$ cat config.mk
export PLATFORM = sky130hd
export DESIGN_NAME = ncu_noise
export DESIGN_NICKNAME = d
export VERILOG_FILES = /design/src/hw/rtl/ncu_pkg.sv /design/src/hw/rtl/ncu_noise.sv
export SDC_FILE = /design/constraint.sdc
export NUM_CORES = 2
export LEC_CHECK = 0
export BUFFER_PORTS_ARGS = -buffer_cell sky130_fd_sc_hd__buf_2
export CELL_PAD_IN_SITES_DETAIL_PLACEMENT = 1
export CELL_PAD_IN_SITES_GLOBAL_PLACEMENT = 1
export CORE_MARGIN = 2
export CORE_UTILIZATION = 50
export CTS_CLUSTER_DIAMETER = 100
export CTS_CLUSTER_SIZE = 25
export DETAILED_ROUTE_END_ITERATION = 8
export GPL_ROUTABILITY_DRIVEN = 0
export GPL_TIMING_DRIVEN = 0
export PLACE_DENSITY = 0.91
export SYNTH_ARGS = -nofsm -noshare
export SYNTH_HDL_FRONTEND = slang
export SYNTH_SLANG_ARGS = --single-unit
$ cat constraint.sdc
create_clock -name clk -period 12.2 [get_ports clk]
set_clock_uncertainty 0.15 [all_clocks]
set_input_delay 0 -clock clk [delete_from_list [all_inputs] [get_ports clk]]
set_output_delay 0 -clock clk [all_outputs]
set_load 0.05 [all_outputs]
$ cat src/hw/rtl/ncu_pkg.sv
// ----------------------------------------------------------------------------
// ncu_pkg: shared types and constants of the nibble coefficient unpacker
// Item codes, parse phases, run kinds, fixed-point constants and the
// quantizer scaling function used by the parser and the noise unit.
// ----------------------------------------------------------------------------
`default_nettype none

package ncu_pkg;

  localparam int MAX_SUBBLOCK   = 8192;
  localparam int COEF_FRAC_BITS = 36;

  localparam int LEN_W   = 14;
  localparam int COEF_W  = 40;
  localparam int DECAY_W = 17;

  localparam logic [COEF_W-1:0]  MAG_MAX         = 40'h7F_FFFF_FFFF;
  localparam logic [DECAY_W-1:0] DECAY_ONE       = 17'h1_0000;
  localparam logic [31:0]        NOISE_SEED_INIT = 32'd1234567;

  // Item kinds on the input channel.
  localparam logic [1:0] FN_START  = 2'd0;
  localparam logic [1:0] FN_NIBBLE = 2'd1;
  localparam logic [1:0] FN_PULL   = 2'd2;

  // Special nibble codes.
  localparam logic [3:0] NIB_ESC_Q   = 4'hE;
  localparam logic [3:0] NIB_FILL    = 4'hF;
  localparam logic [3:0] NIB_ESC_RUN = 4'h8;
  localparam logic [3:0] NIB_ESC_Z   = 4'h0;
  localparam logic [3:0] NIB_EXT_MAX = 4'd12;

  typedef enum logic [3:0] {
    PH_IDLE = 4'd0,
    PH_Q1   = 4'd1,
    PH_Q1E  = 4'd2,
    PH_COEF = 4'd3,
    PH_Z1   = 4'd4,
    PH_Z2   = 4'd5,
    PH_Z3   = 4'd6,
    PH_E1   = 4'd7,
    PH_QC   = 4'd8,
    PH_QCE  = 4'd9,
    PH_NFV  = 4'd10,
    PH_NFS  = 4'd11,
    PH_NFH  = 4'd12,
    PH_NFL  = 4'd13,
    PH_RUN  = 4'd14
  } ph_t;

  typedef enum logic [1:0] {
    KIND_NONE  = 2'd0,
    KIND_ZERO  = 2'd1,
    KIND_NOISE = 2'd2
  } kind_t;

  // Commands from the parser to the noise unit.
  typedef struct packed {
    logic               step;
    logic               load_amp;
    logic [5:0]         amp_mult;
    logic               load_decay;
    logic [DECAY_W-1:0] decay;
    logic [4:0]         quant;
  } noise_ctl_t;

  // Result of one item as seen by the parser.
  typedef struct packed {
    logic              noise_sel;
    logic [COEF_W-1:0] coef;
    logic              coef_valid;
    logic              want_nibble;
    logic              done;
    logic              err;
  } res_t;

  // mult times the quantizer step 2^-(5+q), in units of 2^-COEF_FRAC_BITS,
  // saturated to the largest magnitude.
  function automatic logic [COEF_W-1:0] scaled(input logic [5:0] mult,
                                               input logic [4:0] q);
    int          sh;
    logic [63:0] m;
    sh = COEF_FRAC_BITS - 5 - int'(q);
    if (sh < 0) sh = 0;
    if (sh > 50) sh = 50;
    m = {58'b0, mult} << sh;
    if (m > {24'b0, MAG_MAX}) return MAG_MAX;
    return m[COEF_W-1:0];
  endfunction

endpackage

`default_nettype wire

$ cat src/hw/rtl/ncu_noise.sv
// ----------------------------------------------------------------------------
// ncu_noise: noise generator
// Xorshift32 seed, noise amplitude and decay factor. Gives the scaled noise
// coefficient for the current amplitude and applies the decay on each step.
// ----------------------------------------------------------------------------
`default_nettype none

module ncu_noise
  import ncu_pkg::*;
(
  input  wire logic         clk,
  input  wire logic         rst_n,
  input  noise_ctl_t        ctl,
  output logic [COEF_W-1:0] noise_coef
);

  logic [31:0]        seed_r;
  logic [COEF_W-1:0]  amp_r;
  logic [DECAY_W-1:0] decay_r;

  logic [31:0]         x1, x2, x3;
  logic signed [72:0]  noise_prod;
  logic [56:0]         decay_prod;

  always_comb begin
    x1 = seed_r ^ (seed_r << 13);
    x2 = x1 ^ (x1 >> 17);
    x3 = x2 ^ (x2 << 5);
    // amp * s / 2^31 with floor: the arithmetic shift is a bit-select.
    noise_prod = $signed({33'b0, amp_r}) * $signed({{41{x3[31]}}, x3});
    decay_prod = {17'b0, amp_r} * {40'b0, decay_r};
    noise_coef = noise_prod[70:31];
  end

  always_ff @(posedge clk) begin
    if (!rst_n) begin
      seed_r  <= NOISE_SEED_INIT;
      amp_r   <= '0;
      decay_r <= DECAY_ONE;
    end else begin
      if (ctl.step) begin
        seed_r <= x3;
        amp_r  <= decay_prod[55:16];
      end else if (ctl.load_amp) begin
        amp_r <= scaled(ctl.amp_mult, ctl.quant);
      end
      if (ctl.load_decay) begin
        decay_r <= ctl.decay;
      end
    end
  end

endmodule

`default_nettype wire

==> run_results.csv, run 1 <==
group,metric,value,unit
yosys,ys_seq_area_share,2.741,%
clock_network,max-clock-path-buffers,2,
yosys,syn_area,65010,um2
die,placementRows,132,
clock_network,cts-buffers-inserted,9,
die,initial_core_util,50.27,%
yosys,synthCells,7402,
yosys,syn_nets,9557,
yosys,synthArstFlopShare,0,%
die,die_y,364.6,um
clock_network,post-cts-setup-buffers,0,
yosys,synthDistinctLibCells,81,
yosys,ys_ff_latch,89,
placement,dp.cells,9210,
yosys,synth_ff_type,"dfxtp_1",
yosys,yosys_warnings,0,
global_route,grtUsageTotal,69.44,%
placement,dp_hpwl,249400,um
global_route,antenna_found_initial,146,
yosys,synth_edf_count,0,
clock_network,ctsHtreeMaxLevel,3,
global_route,grt_overflow_total,32,
yosys,avgSynthCellArea,8.783,um2
run_status,firstError,"[ERROR GRT-0232] Routing congestion too high. Check the congestion heatmap in the GUI.",
sta,endpoint_type,"primary output",
die,die_w,364.6,um
clock_network,root_buffer,"clkbuf_16",
global_route,grt_start_max_net_pins,17,
run_status,failing_step,"global routing (5_1_grt)",
sta,worstEndpointGrtRepair,"noise_coef[39]",
die,io_pins,73,
placement,place_area,67520,um2
run_status,status,"stopped before the end",
clock_network,cts_sinks,89,
placement,portBuffers,66,
synth_stat cells, types with 5 or more instances:
cell type / instances / area share (%)
nand4_1: 31 / 0.30
a221oi_1: 6 / 0.081
o21bai_1: 19 / 0.22
o21a_1: 7 / 0.081
fa_1: 1702 / 52
o211ai_1: 10 / 0.12
a21oi_1: 137 / 1.1
a21o_1: 59 / 0.68
clkbuf_1: 439 / 2.5
and4_1: 5 / 0.067
ha_1: 420 / 8.1
o2111ai_1: 6 / 0.081
or3_1: 7 / 0.067
a21boi_0: 5 / 0.058
buf_1: 22 / 0.13
inv_1: 1725 / 10
nor3_1: 36 / 0.28
nand2_1: 1320 / 7.6
nand2b_1: 23 / 0.22
and3_1: 17 / 0.16
nand3_1: 36 / 0.28
dfxtp_1: 89 / 2.7
mux2i_1: 30 / 0.46
a22oi_1: 7 / 0.081
xor2_1: 49 / 0.66
and2_1: 688 / 6.6
xnor2_1: 98 / 1.3
a211oi_1: 35 / 0.40
a311oi_1: 6 / 0.081
o21ai_1: 7 / 0.054
o22ai_1: 16 / 0.15
nor2b_1: 15 / 0.14
a31oi_1: 13 / 0.13
buf_2: 5 / 0.038
o21ai_0: 70 / 0.54
nor2_1: 168 / 0.97
logic make-up after synthesis:
kind of cell | count (synthesis) | share of synthesized area, %
buf+inv | 2193 | 12.67
fa+ha+maj | 2122 | 60.49
simple gates | 2368 | 16.99
flops | 89 | 2.741
xor+xnor | 149 | 2.055
mux | 34 | 0.5312
compound gates | 447 | 4.519
repair_timing:
action / in CTS
endpoints found under the setup margin: 3
endpoints found under the hold margin: 21
gates resized for setup: 13
hold buffers: 18
through the flow:
stage,util [%],hold WS (ns),setup WS (ns)
CTS,52.63,0.03322,0.0004716
detailed placement,52.21,0.09636,0.1293
global placement,52.21,0.08240,0.7201
floorplan,-,-0.02096,2.905
per-layer routing:
metal | global-route usage [%] | overflow
met1 | 65.00 | 4
met3 | 64.06 | 1
met2 | 81.16 | 20
met5 | 54.58 | 1
met4 | 67.21 | 6
==> run 2: changes to the inputs <==
==> config.mk (replaced) <==
export PLATFORM = sky130hd
export DESIGN_NAME = ncu_noise
export DESIGN_NICKNAME = d
export VERILOG_FILES = /design/src/hw/rtl/ncu_pkg.sv /design/src/hw/rtl/ncu_noise.sv
export SDC_FILE = /design/constraint.sdc
export NUM_CORES = 2
export LEC_CHECK = 0
export BUFFER_PORTS_ARGS = -buffer_cell sky130_fd_sc_hd__buf_2
export CORE_MARGIN = 2
export CORE_UTILIZATION = 35
export DETAILED_ROUTE_END_ITERATION = 8
export GPL_ROUTABILITY_DRIVEN = 0
export GPL_TIMING_DRIVEN = 0
export PLACE_DENSITY_LB_ADDON = 0.15
export SYNTH_ARGS = -nofsm -noshare
export SYNTH_HDL_FRONTEND = slang
export SYNTH_SLANG_ARGS = --single-unit
==> run_results.csv, run 2 <==
group,metric,value,unit
sta,tightestPinTransition,1.547,ns
setup_path,arrival,11.75,ns
setup_path,cp_max_fo,10,
routing,drt.antenna.violating_nets,0,
cells_and_area,fin_util,37.37,%
global_route,grt_pass1_vias,54458,
min_path,whs_path_depth,3,
global_route,grtUsageTotal,28.73,%
yosys,ys_ff_latch,89,
yosys,synthCells,7402,
global_route,use_met1,36.94,%
sta,timing_hold_violations_final,4,
job,maxCapViolations,4,
yosys,synthArstFlopShare,0,%
sta,slew_headroom,-3.109,%
clock_network,path_clk_slew,0.09,ns
min_path,hp-class,"in -> reg",
yosys,yosys.area.top_type,"fa_1",
sta,holdWs,-0.007249,ns
routing,vias,51875,
setup_path,slowest_stage,"clkdlybuf4s15_1",
global_route,antenna_found_initial,34,
routing,first_pass_iters,6,
yosys,avgSynthCellArea,8.783,um2
clock_network,root_buffer,"clkbuf_16",
setup_path,required,12.05,ns
die,initial_core_util,35.13,%
die,dieArea,189200,um2
routing,wl_per_cell,26.99,um
routing,viasPerCell,5.185,
cells_and_area,area_growth,6.374,%
setup_path,path_class,"reg -> out",
routing,drtIter0Drc,4828,
cells_and_area,nNetsFinal,9655,
sta,period_minus_slack,11.90,ns
yosys,yosys_warnings,0,
yosys,synth_area_leaders,"fa_1 (52%), inv_1 (10%), ha_1 (8.1%)",
sta,setup_viol,0,
global_route,met2_usage,45.03,%
setup_path,start_kind,"register",
cells_and_area,final_common_cell,"inv_1",
clock_network,cts-buffers-inserted,9,
yosys,synth_top_area_share,52.41,%
placement,post-place-ws,-0.004466,ns
yosys,synth.most_common_cell,"inv_1",
cells_and_area,top_regs,"amp_r x40, seed_r x32, decay_r x17",
setup_path,worstReg2RegStart,"amp_r[16]",
global_route,grt_busiest_layer,"met2",
global_route,grt_overflow_total,0,
clock_network,cts_sinks,89,
die,placementRows,158,
sta,setup-tns-final,0,ns
sta,finalWorstSetupSlack,0.2958,ns
setup_path,r2r_cells,21,
min_path,min_from,"ctl[22]",
clock_network,max-clock-path-buffers,2,
yosys,synth_ff_type,"dfxtp_1",
yosys,synthDistinctLibCells,81,
cells_and_area,drive_gt1_share,2.172,%
sta,slew_viol_final,44,
yosys,syn_area,65010,um2
sta,rsz0062_at_grt,"no",
sta,period_share,97.58,%
die,io_pins,73,
run_status,status,"complete, but fails checks",
placement,portBuffers,66,
cells_and_area,largest_reg_flops,40,
yosys,synth_edf_count,0,
die,die_y,435.0,um
setup_path,cp-end-kind,"output port",
setup_path,crit_path_frequent_cell,"fa_1",
routing,drc,0,
die,die_w,435.0,um
run_status,violations,"hold timing, capacitance limit, slew limit",
sta,clock.fmax,84.00,MHz
cells_and_area,top_register,"amp_r",
setup_path,crit_start,"seed_r[3]",
cells_and_area,layout_common_cells,"inv_1 (1725), fa_1 (1702), nand2_1 (1320), and2_1 (688), ha_1 (420)",
clock_network,clk-insertion-delay-late,0.42,ns
global_route,grt_start_max_net_pins,19,
yosys,syn_nets,9557,
global_route,grt_pass1_wl,388000,um
yosys,ys_seq_area_share,2.741,%
clock_network,post-cts-setup-buffers,0,
placement,dp_hpwl,228700,um
global_route,grt_util_met3,6.279,%
clock_network,ctsHtreeMaxLevel,3,
clock_network,tritoncts,"yes",
yosys,synth_common_cells,"inv_1 (1725), fa_1 (1702), nand2_1 (1320), and2_1 (688), clkbuf_1 (439)",
die,core,185000,um2
setup_path,max_stage_delay,0.93,ns
routing,wl,270000,um
-- run 2: cell counts after synthesis --
Identical to the previous run, type by type.
-- run 2: repair_timing --
| item | in CTS | in global routing |
|---|---|---|
| hold buffers | 19 | 0 |
| gates resized for setup | 15 | 73 |
| pin swaps | 0 | 0 |
| setup endpoints to repair | 3 | 12 |
| hold endpoints to repair | 20 | 0 |
-- run 2: through the flow --
stage | area, um2 | hold WS (ns) | cells
after floorplan | 65010 | -0.02096 | 7402
after global placement | 68440 | 0.08172 | 9948
after detailed placement | 68470 | 0.08866 | 9949
after global routing | 69110 | 0.04252 | 9985
after CTS | 69020 | 0.0002967 | 9984
final | 69160 | -0.007249 | 10005
-- run 2: logic make-up (layout without fill, tap and decap cells) --
family,Yosys count,after routing,share of synthesized area (%)
DFF,89,89,2.741
adders and majority gates,2122,2122,60.49
buffers and inverters,2193,2296,12.67
muxes,34,34,0.5312
xor gates and xnor gates,149,149,2.055
and+or+nand+nor,2368,2368,16.99
other,0,20,0
AOI/OAI and AO/OA,447,447,4.519
-- run 2: final timing paths --
kind / slack, ns / endpoint
setup / recovery: 0.30 / noise_coef[39]
hold / removal: -0.007 / decay_r[4]
setup reg to reg: 3.38 / amp_r[38]
hold reg to reg: 0.36 / seed_r[22]
-- run 2: worst max-delay path: cells and delay by family, from the launching register on --
family	cells	cell delay, ns
adders and majority gates	9	4.61
and+or+nand+nor	3	0.98
xor gates and xnor gates	3	1.32
buffers and inverters	6	1.61
DFF	1	0.38
AOI/OAI and AO/OA	7	2.40
-- run 2: layout make-up --
| class | count | area (um2) |
|---|---|---|
| Buffer | 466 | 1817 |
| Multi-Input combinational cell | 5120 | 55050 |
| Timing Repair Buffer | 87 | 550.5 |
| Clock inverter | 7 | 93.84 |
| Sequential cell | 89 | 1782 |
| Tap cell | 2480 | 3103 |
| Fill cell | 19437 | 115900 |
| Inverter | 1727 | 6482 |
| Antenna cell | 20 | 50.05 |
| Clock buffer | 9 | 225.2 |
-- run 2: per-layer routing --
layer,wire length [um],share of wire [%],vias up
met1,106300,39,27128
met3,24130,8.9,583
li1,-,-,21635
met2,121000,45,2509
met5,131,0.049,-
met4,18390,6.8,20
Power of run 2 is left out: the tool's default activity adds up to more than one toggle a clock period on the data nets, which glitch-free logic cannot reach.
